### config.mk
export PLATFORM = sky130hd
export DESIGN_NAME = escape_huffman_encoder_unit
export DESIGN_NICKNAME = d
export VERILOG_FILES = /design/src/rtl/core/ehe_pkg.sv /design/src/rtl/core/ehe_cell.sv /design/src/rtl/core/ehe_packer.sv /design/src/rtl/core/escape_huffman_encoder_unit.sv
export SDC_FILE = /design/constraint.sdc
export NUM_CORES = 2
export LEC_CHECK = 0
export BUFFER_PORTS_ARGS = -buffer_cell sky130_fd_sc_hd__buf_4
export CAP_MARGIN = 20
export CORE_MARGIN = 5
export CORE_UTILIZATION = 35
export CTS_CLUSTER_DIAMETER = 80
export DETAILED_ROUTE_END_ITERATION = 6
export MAX_ROUTING_LAYER = met4
export PLACE_DENSITY = 0.46
export SLEW_MARGIN = 0
export SYNTH_ARGS = -nofsm -noshare
export SYNTH_HDL_FRONTEND = slang
export SYNTH_SLANG_ARGS = --single-unit
### constraint.sdc
create_clock -name clk -period 10.1 [get_ports clk]
set_clock_uncertainty 0.05 [all_clocks]
set_input_delay 2.02 -clock clk [delete_from_list [all_inputs] [get_ports clk]]
set_output_delay 2.02 -clock clk [all_outputs]
set_load 0.01 [all_outputs]
### src/rtl/core/ehe_pkg.sv
// Shared types, codes and helpers for the escape Huffman encoder.
package ehe_pkg;

  // Fixed field widths
  localparam int SYM_W        = 8;
  localparam int CODE_FIELD_W = 16;
  localparam int LEN_W        = 5;
  localparam int IDX_W        = 5;
  localparam int COUNT_W      = 6;
  localparam int MODE_W       = 2;
  localparam int CFG_IDX_W    = 2;
  localparam int CFG_DATA_W   = 16;
  localparam int RAW_BITS     = 8;
  localparam int BITS_W       = CODE_FIELD_W + RAW_BITS;
  localparam int WORD_W       = 32;
  localparam int TOTAL_W      = 5;
  localparam int PEND_W       = 3;

  // Parameter defaults
  localparam int TABLE_DEPTH_DEF  = 32;
  localparam int MAX_CODE_LEN_DEF = 16;

  // Input tdata layout, lowest bit first
  localparam int IN_INDEX_LSB  = 0;
  localparam int IN_SYMBOL_LSB = IN_INDEX_LSB + IDX_W;
  localparam int IN_CODE_LSB   = IN_SYMBOL_LSB + SYM_W;
  localparam int IN_LEN_LSB    = IN_CODE_LSB + CODE_FIELD_W;
  localparam int IN_BYTE_LSB   = IN_LEN_LSB + LEN_W;
  localparam int IN_USED_W     = IN_BYTE_LSB + SYM_W;
  localparam int IN_DATA_W     = ((IN_USED_W + 7) / 8) * 8;

  // Item kinds
  localparam logic [MODE_W-1:0] MODE_LOAD   = 2'd0;
  localparam logic [MODE_W-1:0] MODE_ENCODE = 2'd1;
  localparam logic [MODE_W-1:0] MODE_FLUSH  = 2'd2;

  // Configuration register indexes
  localparam logic [CFG_IDX_W-1:0] CFG_ENTRY_COUNT   = 2'd0;
  localparam logic [CFG_IDX_W-1:0] CFG_ESCAPE_CODE   = 2'd1;
  localparam logic [CFG_IDX_W-1:0] CFG_ESCAPE_LENGTH = 2'd2;

  typedef enum logic [1:0] {
    ST_IDLE,
    ST_SEARCH,
    ST_PACK
  } state_t;

  // Table write broadcast to every cell
  typedef struct packed {
    logic                    wr;
    logic [IDX_W-1:0]        index;
    logic [SYM_W-1:0]        symbol;
    logic [CODE_FIELD_W-1:0] code;
    logic [LEN_W-1:0]        len;
  } load_t;

  // Query token walking down the cell chain
  typedef struct packed {
    logic                    valid;
    logic                    found;
    logic [SYM_W-1:0]        symbol;
    logic [CODE_FIELD_W-1:0] code;
    logic [LEN_W-1:0]        len;
  } search_t;

  // Bits handed to the packer, right aligned
  typedef struct packed {
    logic              valid;
    logic [BITS_W-1:0] bits;
    logic [LEN_W-1:0]  nbits;
  } pack_req_t;

  // Packer status seen by the controller
  typedef struct packed {
    logic              busy;
    logic [PEND_W-1:0] pend_cnt;
  } pack_stat_t;

  // Ones in the low n bits of a code field
  function automatic logic [CODE_FIELD_W-1:0] low_mask(input logic [LEN_W-1:0] n);
    logic [CODE_FIELD_W-1:0] m;
    if (n >= LEN_W'(CODE_FIELD_W)) begin
      m = '1;
    end else begin
      m = (CODE_FIELD_W'(1) << n) - CODE_FIELD_W'(1);
    end
    return m;
  endfunction

endpackage

### src/rtl/core/ehe_cell.sv
// One table cell: holds one code entry and passes the query token on.
module ehe_cell #(
  parameter int IDX          = 0,
  parameter int MAX_CODE_LEN = ehe_pkg::MAX_CODE_LEN_DEF
) (
  input  logic                         clk,
  input  logic                         rst_n,
  input  ehe_pkg::load_t               load_i,
  input  logic [ehe_pkg::COUNT_W-1:0]  entry_count_i,
  input  ehe_pkg::search_t             search_i,
  output ehe_pkg::search_t             search_o
);
  import ehe_pkg::*;

  localparam int LEN_LIM = (MAX_CODE_LEN < CODE_FIELD_W) ? MAX_CODE_LEN : CODE_FIELD_W;
  localparam int CODE_W  = LEN_LIM;

  logic [SYM_W-1:0]        sym_r;
  logic [CODE_W-1:0]       code_r;
  logic [LEN_W-1:0]        len_r;
  logic [LEN_W-1:0]        len_clamp;
  logic [CODE_FIELD_W-1:0] code_clean;
  logic                    sel;
  logic                    hit;
  search_t                 search_r;
  search_t                 search_nxt;

  // Entry write: clamp length, drop code bits above it
  assign sel        = load_i.wr && (32'(load_i.index) == IDX);
  assign len_clamp  = (load_i.len > LEN_W'(LEN_LIM)) ? LEN_W'(LEN_LIM) : load_i.len;
  assign code_clean = load_i.code & low_mask(len_clamp);

  always_ff @(posedge clk) begin
    if (sel) begin
      sym_r  <= load_i.symbol;
      code_r <= code_clean[CODE_W-1:0];
      len_r  <= len_clamp;
    end
  end

  // First matching live entry claims the token
  assign hit = search_i.valid && !search_i.found && (32'(entry_count_i) > IDX) &&
               (sym_r == search_i.symbol);

  always_comb begin
    search_nxt = search_i;
    if (hit) begin
      search_nxt.found = 1'b1;
      search_nxt.code  = CODE_FIELD_W'(code_r);
      search_nxt.len   = len_r;
    end
  end

  always_ff @(posedge clk) begin
    if (!rst_n) begin
      search_r.valid <= 1'b0;
    end else begin
      search_r <= search_nxt;
    end
  end

  assign search_o = search_r;

endmodule

### src/rtl/core/ehe_packer.sv
// Bit packer: appends code bits MSB first and sends each full byte.
module ehe_packer (
  input  logic                clk,
  input  logic                rst_n,
  input  ehe_pkg::pack_req_t  req_i,
  output ehe_pkg::pack_stat_t stat_o,
  output logic                out_tvalid,
  input  logic                out_tready,
  output logic [7:0]          out_tdata,   // packed_byte[7:0]
  output logic                out_tlast    // last_of_run
);
  import ehe_pkg::*;

  logic [WORD_W-1:0]  word_r, word_nxt;
  logic [TOTAL_W-1:0] total_r, total_nxt;
  logic               ovalid_r, ovalid_nxt;
  logic [7:0]         odata_r, odata_nxt;
  logic               olast_r, olast_nxt;
  logic [5:0]         shamt;
  logic               emit;

  // Left-aligned bit buffer; top byte goes out once eight bits are there and the output register is free
  assign emit  = (total_r >= TOTAL_W'(8)) && (!ovalid_r || out_tready);
  assign shamt = 6'd32 - 6'(total_r) - 6'(req_i.nbits);

  always_comb begin
    word_nxt   = word_r;
    total_nxt  = total_r;
    ovalid_nxt = ovalid_r && !out_tready;
    odata_nxt  = odata_r;
    olast_nxt  = olast_r;
    if (emit) begin
      odata_nxt  = word_r[WORD_W-1 -: 8];
      olast_nxt  = (total_r < TOTAL_W'(16));
      ovalid_nxt = 1'b1;
      word_nxt   = word_r << 8;
      total_nxt  = total_r - TOTAL_W'(8);
    end else if (req_i.valid) begin
      word_nxt  = {word_r[WORD_W-1 -: 8], 24'b0} | (WORD_W'(req_i.bits) << shamt);
      total_nxt = total_r + req_i.nbits;
    end
  end

  always_ff @(posedge clk) begin
    if (!rst_n) begin
      word_r   <= '0;
      total_r  <= '0;
      ovalid_r <= 1'b0;
    end else begin
      word_r   <= word_nxt;
      total_r  <= total_nxt;
      ovalid_r <= ovalid_nxt;
    end
  end

  always_ff @(posedge clk) begin
    odata_r <= odata_nxt;
    olast_r <= olast_nxt;
  end

  assign stat_o.busy     = (total_r >= TOTAL_W'(8));
  assign stat_o.pend_cnt = total_r[PEND_W-1:0];
  assign out_tvalid      = ovalid_r;
  assign out_tdata       = odata_r;
  assign out_tlast       = olast_r;

endmodule

### src/rtl/core/escape_huffman_encoder_unit.sv
// Top level of the escape Huffman encoder: control, config registers and cell chain.
//
// Byte stream encoder with a truncated Huffman table and an escape for unlisted
// bytes. Load items (tuser mode 0) write one table entry. Encode items (mode 1)
// send the byte as a query token down a chain of TABLE_DEPTH cells, one cell per
// cycle; the next item is taken only once the search is done and the packer has
// handed on all full output bytes (up to three) of the item. Flush items (mode 2)
// send the partial byte, zero padded. Code bits go out MSB first; tlast marks the
// final byte an item produces. The output byte sits in a register, so a new item
// can be taken while it waits. Configuration must only be written while no item
// is in flight. Table entries never loaded read as unknown.
module escape_huffman_encoder_unit #(
  parameter int TABLE_DEPTH  = ehe_pkg::TABLE_DEPTH_DEF,
  parameter int MAX_CODE_LEN = ehe_pkg::MAX_CODE_LEN_DEF
) (
  input  logic                             clk,
  input  logic                             rst_n,
  // input stream
  input  logic                             in_tvalid,
  output logic                             in_tready,
  // entry_index[4:0], entry_symbol[12:5], entry_code[28:13], entry_length[33:29],
  // data_byte[41:34], zero fill above
  input  logic [ehe_pkg::IN_DATA_W-1:0]    in_tdata,
  input  logic [ehe_pkg::MODE_W-1:0]       in_tuser,   // mode[1:0]
  // result stream
  output logic                             out_tvalid,
  input  logic                             out_tready,
  output logic [7:0]                       out_tdata,  // packed_byte[7:0]
  output logic                             out_tlast,  // last_of_run
  // configuration
  input  logic                             cfg_we,
  input  logic [ehe_pkg::CFG_IDX_W-1:0]    cfg_index,
  input  logic [ehe_pkg::CFG_DATA_W-1:0]   cfg_wdata
);
  import ehe_pkg::*;

  localparam int LEN_LIM = (MAX_CODE_LEN < CODE_FIELD_W) ? MAX_CODE_LEN : CODE_FIELD_W;

  state_t                  state_r, state_nxt;
  logic [COUNT_W-1:0]      entry_count_r;
  logic [CODE_FIELD_W-1:0] escape_code_r;
  logic [LEN_W-1:0]        escape_length_r;
  logic                    in_acc;
  logic [MODE_W-1:0]       mode;
  load_t                   load;
  search_t                 link [TABLE_DEPTH+1];
  search_t                 tail;
  pack_req_t               req;
  pack_stat_t              pstat;
  logic [LEN_W-1:0]        esc_len;
  logic [CODE_FIELD_W-1:0] esc_code;

  // Configuration registers
  always_ff @(posedge clk) begin
    if (!rst_n) begin
      entry_count_r   <= '0;
      escape_code_r   <= '0;
      escape_length_r <= LEN_W'(1);
    end else if (cfg_we) begin
      unique case (cfg_index)
        CFG_ENTRY_COUNT:   entry_count_r   <= cfg_wdata[COUNT_W-1:0];
        CFG_ESCAPE_CODE:   escape_code_r   <= cfg_wdata;
        CFG_ESCAPE_LENGTH: escape_length_r <= cfg_wdata[LEN_W-1:0];
        default: ;
      endcase
    end
  end

  assign in_acc = in_tvalid && in_tready;
  assign mode   = in_tuser;

  // Table write broadcast
  assign load.wr     = in_acc && (mode == MODE_LOAD);
  assign load.index  = in_tdata[IN_INDEX_LSB +: IDX_W];
  assign load.symbol = in_tdata[IN_SYMBOL_LSB +: SYM_W];
  assign load.code   = in_tdata[IN_CODE_LSB +: CODE_FIELD_W];
  assign load.len    = in_tdata[IN_LEN_LSB +: LEN_W];

  // Query token enters the head of the chain
  assign link[0].valid  = in_acc && (mode == MODE_ENCODE);
  assign link[0].found  = 1'b0;
  assign link[0].symbol = in_tdata[IN_BYTE_LSB +: SYM_W];
  assign link[0].code   = '0;
  assign link[0].len    = '0;

  for (genvar i = 0; i < TABLE_DEPTH; i++) begin : g_cell
    ehe_cell #(
      .IDX          (i),
      .MAX_CODE_LEN (MAX_CODE_LEN)
    ) u_cell (
      .clk           (clk),
      .rst_n         (rst_n),
      .load_i        (load),
      .entry_count_i (entry_count_r),
      .search_i      (link[i]),
      .search_o      (link[i+1])
    );
  end

  assign tail = link[TABLE_DEPTH];

  // Escape code clamped and trimmed to its length
  assign esc_len  = (escape_length_r > LEN_W'(LEN_LIM)) ? LEN_W'(LEN_LIM) : escape_length_r;
  assign esc_code = escape_code_r & low_mask(esc_len);

  // Next state
  always_comb begin
    state_nxt = state_r;
    unique case (state_r)
      ST_IDLE: begin
        if (in_acc && (mode == MODE_ENCODE)) begin
          state_nxt = ST_SEARCH;
        end else if (in_acc && (mode == MODE_FLUSH)) begin
          state_nxt = ST_PACK;
        end
      end
      ST_SEARCH: begin
        if (tail.valid) begin
          state_nxt = ST_PACK;
        end
      end
      ST_PACK: begin
        if (!pstat.busy) begin
          state_nxt = ST_IDLE;
        end
      end
      default: state_nxt = ST_IDLE;
    endcase
  end

  // Outputs: ready and packer requests
  always_comb begin
    in_tready = 1'b0;
    req       = '0;
    unique case (state_r)
      ST_IDLE: begin
        in_tready = 1'b1;
        if (in_acc && (mode == MODE_FLUSH) && (pstat.pend_cnt != '0)) begin
          req.valid = 1'b1;
          req.bits  = '0;
          req.nbits = LEN_W'(8) - LEN_W'(pstat.pend_cnt);
        end
      end
      ST_SEARCH: begin
        if (tail.valid) begin
          req.valid = 1'b1;
          if (tail.found) begin
            req.bits  = BITS_W'(tail.code);
            req.nbits = tail.len;
          end else begin
            req.bits  = {esc_code, tail.symbol};
            req.nbits = esc_len + LEN_W'(RAW_BITS);
          end
        end
      end
      ST_PACK: ;
      default: ;
    endcase
  end

  always_ff @(posedge clk) begin
    if (!rst_n) begin
      state_r <= ST_IDLE;
    end else begin
      state_r <= state_nxt;
    end
  end

  ehe_packer u_packer (
    .clk        (clk),
    .rst_n      (rst_n),
    .req_i      (req),
    .stat_o     (pstat),
    .out_tvalid (out_tvalid),
    .out_tready (out_tready),
    .out_tdata  (out_tdata),
    .out_tlast  (out_tlast)
  );

endmodule

Yosys cells after proc, flatten, opt, wreduce, memory -nomap -nowiden:

Cells that the tools add are included.

* bits in registers: 1996
* input port bits: 73
* output and inout port bits: 11
* logic and storage cells: 621

* add/subtract/negate cells: 8
* order comparisons: 38
* equality and inequality tests: 72
* shifts and indexed selects: 3
* multiplexer cells: 51
* bitwise logic cells: 4
* reductions and logical operators: 179

Operator list (count)
* $mux W21: 31
* $eq A8 B8 Y1: 32
* $logic_and A1 B1 Y1: 134
* $gt A6 B5 Y1 const B: 16
* $eq A5 B5 Y1 const B: 16
* $mux W32: 2
* $mux W30: 2
* $pmux W30 S2: 1
* $gt A6 B4 Y1 const B: 8
* $eq A5 B4 Y1 const B: 8
* $logic_not A1 Y1: 33
* $and A16 B16 Y16: 2
* $mux W16: 2
* $or A32 B32 Y32: 1
* $shl A1 B5 Y16 const A: 2
* $shl A24 B6 Y32: 1
* $sub A16 B2 Y16 const B: 2
* $mux W29: 1
* $gt A6 B3 Y1 const B: 4
* $eq A5 B3 Y1 const B: 4
* $mux W5: 4
* $gt A6 B1 Y1 const B: 2
* $gt A6 B2 Y1 const B: 2
* $eq A5 B2 Y1 const B: 2
* other kinds (28): 43

Logic depth before layout (Yosys ltp):

* depth in word-level cells: 14
* mapped depth: 20
* gate-level depth less buffers: 19

Hierarchy:

From an unflattened synthesis, not the netlist that was laid out.

* cell total of the unflattened synthesis: 6075
* area total of the unflattened synthesis: 90621.9 um^2

By module, submodules not included
* ehe_cell (g_cell[21].u_cell ...): instances 3, cells each 172, area each 2598.7 um^2, sequential area each 1791.7 um^2
* ehe_cell (g_cell[24].u_cell ...): instances 2, cells each 164, area each 2645.0 um^2, sequential area each 1791.7 um^2
* ehe_packer: instances 1, cells each 416, area each 3937.5 um^2, sequential area each 1031.0 um^2
* ehe_cell (g_cell[6].u_cell): instances 1, cells each 171, area each 2687.6 um^2, sequential area each 1791.7 um^2
* ehe_cell (g_cell[4].u_cell): instances 1, cells each 171, area each 2685.1 um^2, sequential area each 1791.7 um^2
* ehe_cell (g_cell[2].u_cell): instances 1, cells each 171, area each 2683.8 um^2, sequential area each 1791.7 um^2
* ehe_cell (g_cell[1].u_cell): instances 1, cells each 167, area each 2678.8 um^2, sequential area each 1791.7 um^2
* ehe_cell (g_cell[8].u_cell): instances 1, cells each 171, area each 2676.3 um^2, sequential area each 1791.7 um^2
* ehe_cell (g_cell[16].u_cell): instances 1, cells each 167, area each 2675.1 um^2, sequential area each 1791.7 um^2
* ehe_cell (g_cell[9].u_cell): instances 1, cells each 171, area each 2675.1 um^2, sequential area each 1791.7 um^2
* ehe_cell (g_cell[10].u_cell): instances 1, cells each 167, area each 2673.8 um^2, sequential area each 1791.7 um^2
* ehe_cell (g_cell[3].u_cell): instances 1, cells each 169, area each 2673.8 um^2, sequential area each 1791.7 um^2
* ehe_cell (g_cell[14].u_cell): instances 1, cells each 168, area each 2672.6 um^2, sequential area each 1791.7 um^2
* ehe_cell (g_cell[15].u_cell): instances 1, cells each 170, area each 2672.6 um^2, sequential area each 1791.7 um^2
* 17 more rows

Least setup slack after synthesis:

Ideal clock, no wire load.

* path kind: input to register
* from: input port in_tuser[0] in the netlist's numbering
* to: register u_packer.word_r[19]
* library setup time: 0.101 ns
* data arrival time: 5.378 ns
* data required time: 9.949 ns
* setup slack: 4.571 ns
* stages on the path: 17
* path buffers: 2
* cells stage by stage: or4b_1 > clkbuf_1 > nor2_1 > nand2_1 > o21ai_0 > ha_1 > inv_1 > ha_1 > inv_1 > fa_1 > nor2b_1 > o21a_1 > or3_1 > nand2_1 > or3_1 > clkbuf_1 > o41ai_1

* word-level cells in the longest chain between the ends: 10
* elaborated cells on any way between the ends: 11
* those cells by class: add/sub (1); eq/ne (1); shift (1); mux (4); bitwise (1); reduce/logical (3)

RTL lines
* from (decl): line escape_huffman_encoder_unit.sv:24 `input logic [ehe_pkg::MODE_W-1:0] in_tuser,`
* $eq A2 B2 Y1 (*): line escape_huffman_encoder_unit.sv:138 `if (in_acc && (mode == MODE_FLUSH) && (pstat.pend_cnt != '0)) begin`
* $logic_and A1 B1 Y1 (*) (2 in a row): line escape_huffman_encoder_unit.sv:138
* $mux W30 (*): line escape_huffman_encoder_unit.sv:138
* $pmux W30 S2 (*): line escape_huffman_encoder_unit.sv:135 `unique case (state_r)`
* $sub A6 B5 Y6: line ehe_packer.sv:24 `assign shamt = 6'd32 - 6'(total_r) - 6'(req_i.nbits);`
* $shl A24 B6 Y32: line ehe_packer.sv:39 `word_nxt = {word_r[WORD_W-1 -: 8], 24'b0} | (WORD_W'(req_i.bits) << shamt);`
* $or A32 B32 Y32: line ehe_packer.sv:39
* $mux W32: line ehe_packer.sv:38 `end else if (req_i.valid) begin`
* $mux W32: line ehe_packer.sv:32 `if (emit) begin`
* to (signal assigned): line ehe_packer.sv:50 `word_r <= word_nxt;`
* to (decl): line ehe_packer.sv:14 `logic [WORD_W-1:0] word_r, word_nxt;`

Every way passes the cells marked *; elsewhere a longest branch is shown, timed or not. The select of a mux whose other input is x is not followed.
A chain may end at the register's enable or synchronous reset.

Worst setup path in the final report:

* from: input port in_tuser[0] in the netlist's numbering
* to: register u_packer.word_r[31]

The elaborated chain is that of the path after synthesis.

==> metrics.txt <==
Req. time, crit path 10790 ps; critical path class input pin to register; Vias 35700; final WL 170000 um; PortBufs 77; sequential power share 53.1%; CTS Root Cell clkbuf_16; P_sw 3.97 mW; Syn Nets 4158; syn_area_per_cell 18.6 um2; Worst Min Path Start g_cell[16].u_cell.search_o[30]; dpl cells 6944; WL per Instance roughly 23 um; die area 225000 um2; Crit Path Max Fanout 42; min-delay worst type register to register; RePlAce Congestion approximately 0.82; fin nets between 4000 and 5000; relative slew slack 25.0%; flops & latches, synth 1996; Area Growth Syn to Fin 14.9%; first-pass GRT wire length 252000 um; H-tree lvl count 4; CTS buffer count 207; global route overflow 0; status completed; All-Layer GR Usage 15.5%; drt initial violations 2490; Yosys warnings 0; Clock Power Share 41.1%; crit-path cells buf_4 > or4b_1 > nor2_1 > nand2_1 > o21ai_0 > ha_1 > inv_1 > ha_1 > inv_1 > fa_1 > buf_4 > clkinv_1 > nor2_1 > o311ai_0 > a32oi_1 > mux2i_1 > o221ai_1; CP delay by family, top simple AND/OR/NAND/NOR gates; setup TNS 0 ps; Detail Route Antenna Nets 0; Post-CTS Setup Inserts 0; post-synthesis sequential area ratio 78.1%; Post-CTS Resized 0; post-synthesis cell type count 92; Worst Setup End Kind register; Final Hold Fails 0; largest net degree at the start of global routing 160; CP startpoint in_tuser[0]; Main synth FF type edfxtp_1; # fillers 19200; FP Rows 170; Remaining DRCs 0; Initial Utilization 35.2%; Final Setup Violations 0; max_cap viols 0; RSZ-0062 raised after global routing no; Final Cycle Share 66.6%; pwr/cell area 206 nW/um2; Post-synth EDFFs 1897; Logic pwr share under 10%; Reg clk slew, reported paths 60 ps; Max Clk Rate 0.149 GHz; final cell count without fillers about 7300; die height approximately 470 um; Final HPWL DP 103000 um; TritonRoute pass-1 iters 5; number of global-route vias before repair around 37000; Synth async-reset ratio 0%; Final Slew Violations 0; Internal Power 13.9 mW; worst path buffer plus inverter count 5; share of layout cells above drive strength 1 27.2%; WP data arrival 7420 ps; initial antenna violation count 14; Hold Buf Count CTS 0; # IOs 84; synthesized cell area roughly 75000 um2; Critical Path Slowest Stage Cell clkinv_1; RR Startpoint u_packer.total_r[1]; routed vias/inst 4.87; Core Region 215000 um2; clk buf depth 3; leakage 28.5 nW; Worst Tran Pin Value about 1100 ps; Sw Ratio 22.2%; CTS tree built; commonest cells after routing, fill and taps aside edfxtp_1, mux2_2, clkbuf_16; Clk Latency, worst-skew pair just over 800 ps; Critical Path Start Type input pin; Peak VDD IR roughly 0.16 mV; Die Span X about 470 um; Clock Sinks 1996; commonest non-fill, non-tap cell in the layout edfxtp_1; Final min period 6730 ps; Post-Syn Instances 4065; Largest stage delay, worst path 650 ps
-- cell type report --
type                            instances  area [um2]  share of cell area (%)
Sequential cell                      1996       58900                    68.0
Multi-Input combinational cell       1889       16100                    18.5
Clock buffer                          286        5670                    6.53
Tap cell                             2838        3550                    4.10
Timing Repair Buffer                  192        1510                    1.74
Clock inverter                        102         865                   0.997
Inverter                               30         113                   0.130
Antenna cell                            3        7.51                 0.00866
-- final timing paths --
check        cells past startpoint  slack, ps                              to
max                             17       3370             u_packer.word_r[31]
max reg2reg                     19       4070             u_packer.word_r[31]
min                              1        390  g_cell[17].u_cell.search_o[30]
min reg2reg                      1        390  g_cell[17].u_cell.search_o[30]
-- synth_stat cells (all sizes together) (5+ instances only) --
master | number | area [um2]
mux4 | 13 | 293
a21boi | 6 | 45.0
o2111ai | 6 | 52.6
nor3 | 41 | 221
o22ai | 5 | 37.5
a211oi | 17 | 138
nor4 | 35 | 219
o31ai | 7 | 57.6
xnor2 | 110 | 963
mux2 | 653 | 7360
o221ai | 7 | 61.3
a32oi | 7 | 61.3
nor2 | 125 | 472
nor2b | 20 | 125
or3 | 9 | 56.3
o311ai | 8 | 70.1
a31oi | 14 | 87.6
inv | 29 | 109
and3 | 17 | 106
o211ai | 10 | 75.1
xor2 | 149 | 1310
edfxtp | 1897 | 57000
dfxtp | 99 | 1980
and2 | 67 | 419
a21o | 6 | 45.0
nand2b | 41 | 257
nand4b | 13 | 114
mux2i | 23 | 230
buf | 75 | 385
a21oi | 92 | 460
nand4 | 31 | 194
nand3 | 49 | 245
nand2 | 130 | 490
nor3b | 8 | 60.1
clkbuf | 75 | 283
nor4b | 15 | 146
o21ai | 38 | 190
ha | 18 | 225
or2 | 16 | 100
a2111oi | 6 | 65.1
o21a | 13 | 97.6
-- per-layer routing --
| layer | up-vias | wire length, um | GRT usage (%) |
|---|---|---|---|
| li1 | 16300 | - | - |
| met1 | 18600 | 73900 | 19.8 |
| met2 | 630 | 87200 | 26.1 |
| met3 | 219 | 6360 | 2.28 |
| met4 | 0 | 2940 | 3.67 |
| met5 | - | 0 | - |
-- per-stage QoR --
| stage | utilization [%] | setup slack [ps] | power (mW) | area, um2 | hold slack (ps) |
|---|---|---|---|---|---|
| floorplan | - | 4570 | 10.2 | 75500 | 358 |
| global placement | 37.3 | 2520 | 10.7 | 80100 | 388 |
| detailed placement | 37.3 | 2540 | 10.7 | 80100 | 390 |
| CTS | 40.4 | 3430 | 18.2 | 86700 | 386 |
| global route | 40.4 | 2960 | 18.6 | 86700 | 413 |
| finish | 40.4 | 3370 | 17.9 | 86700 | 393 |
-- cell families (layout without fill, tap and decap cells) --
kind of cell,Yosys count,in the layout,share of synthesized area [%]
DFF,1996,1996,78.1
muxes,689,689,10.4
and+or+nand+nor,635,635,4.48
AOI/OAI and AO/OA,286,286,2.58
xor gates and xnor gates,259,259,3.01
buffers and inverters,180,610,1.03
adders and majority gates,20,20,0.351
other,0,3,0
-- power groups by stage --
| stage | Sequential, mW | Combinational (mW) | Clock (mW) |
|---|---|---|---|
| after floorplan | 9.62 | 0.561 | 0 |
| after global routing | 9.52 | 1.13 | 7.93 |
| after CTS | 9.50 | 1.07 | 7.59 |
| final | 9.50 | 1.04 | 7.35 |
| after detailed placement | 9.68 | 1.06 | 0 |
| after global placement | 9.68 | 1.06 | 0 |
-- sequential cells by signal, indices dropped and copies added (netlist names) --
register	cells
entry_count_r	6
u_packer.word_r	32
escape_code_r	16
u_packer.out_tlast	1
g_cell.u_cell.code_r	512
u_packer.out_tdata	8
state_r	2
escape_length_r	5
g_cell.u_cell.search_o	992
g_cell.u_cell.len_r	160
u_packer.total_r	5
u_packer.out_tvalid	1
g_cell.u_cell.sym_r	256
Note: power is estimated with default switching activity, not from simulation.
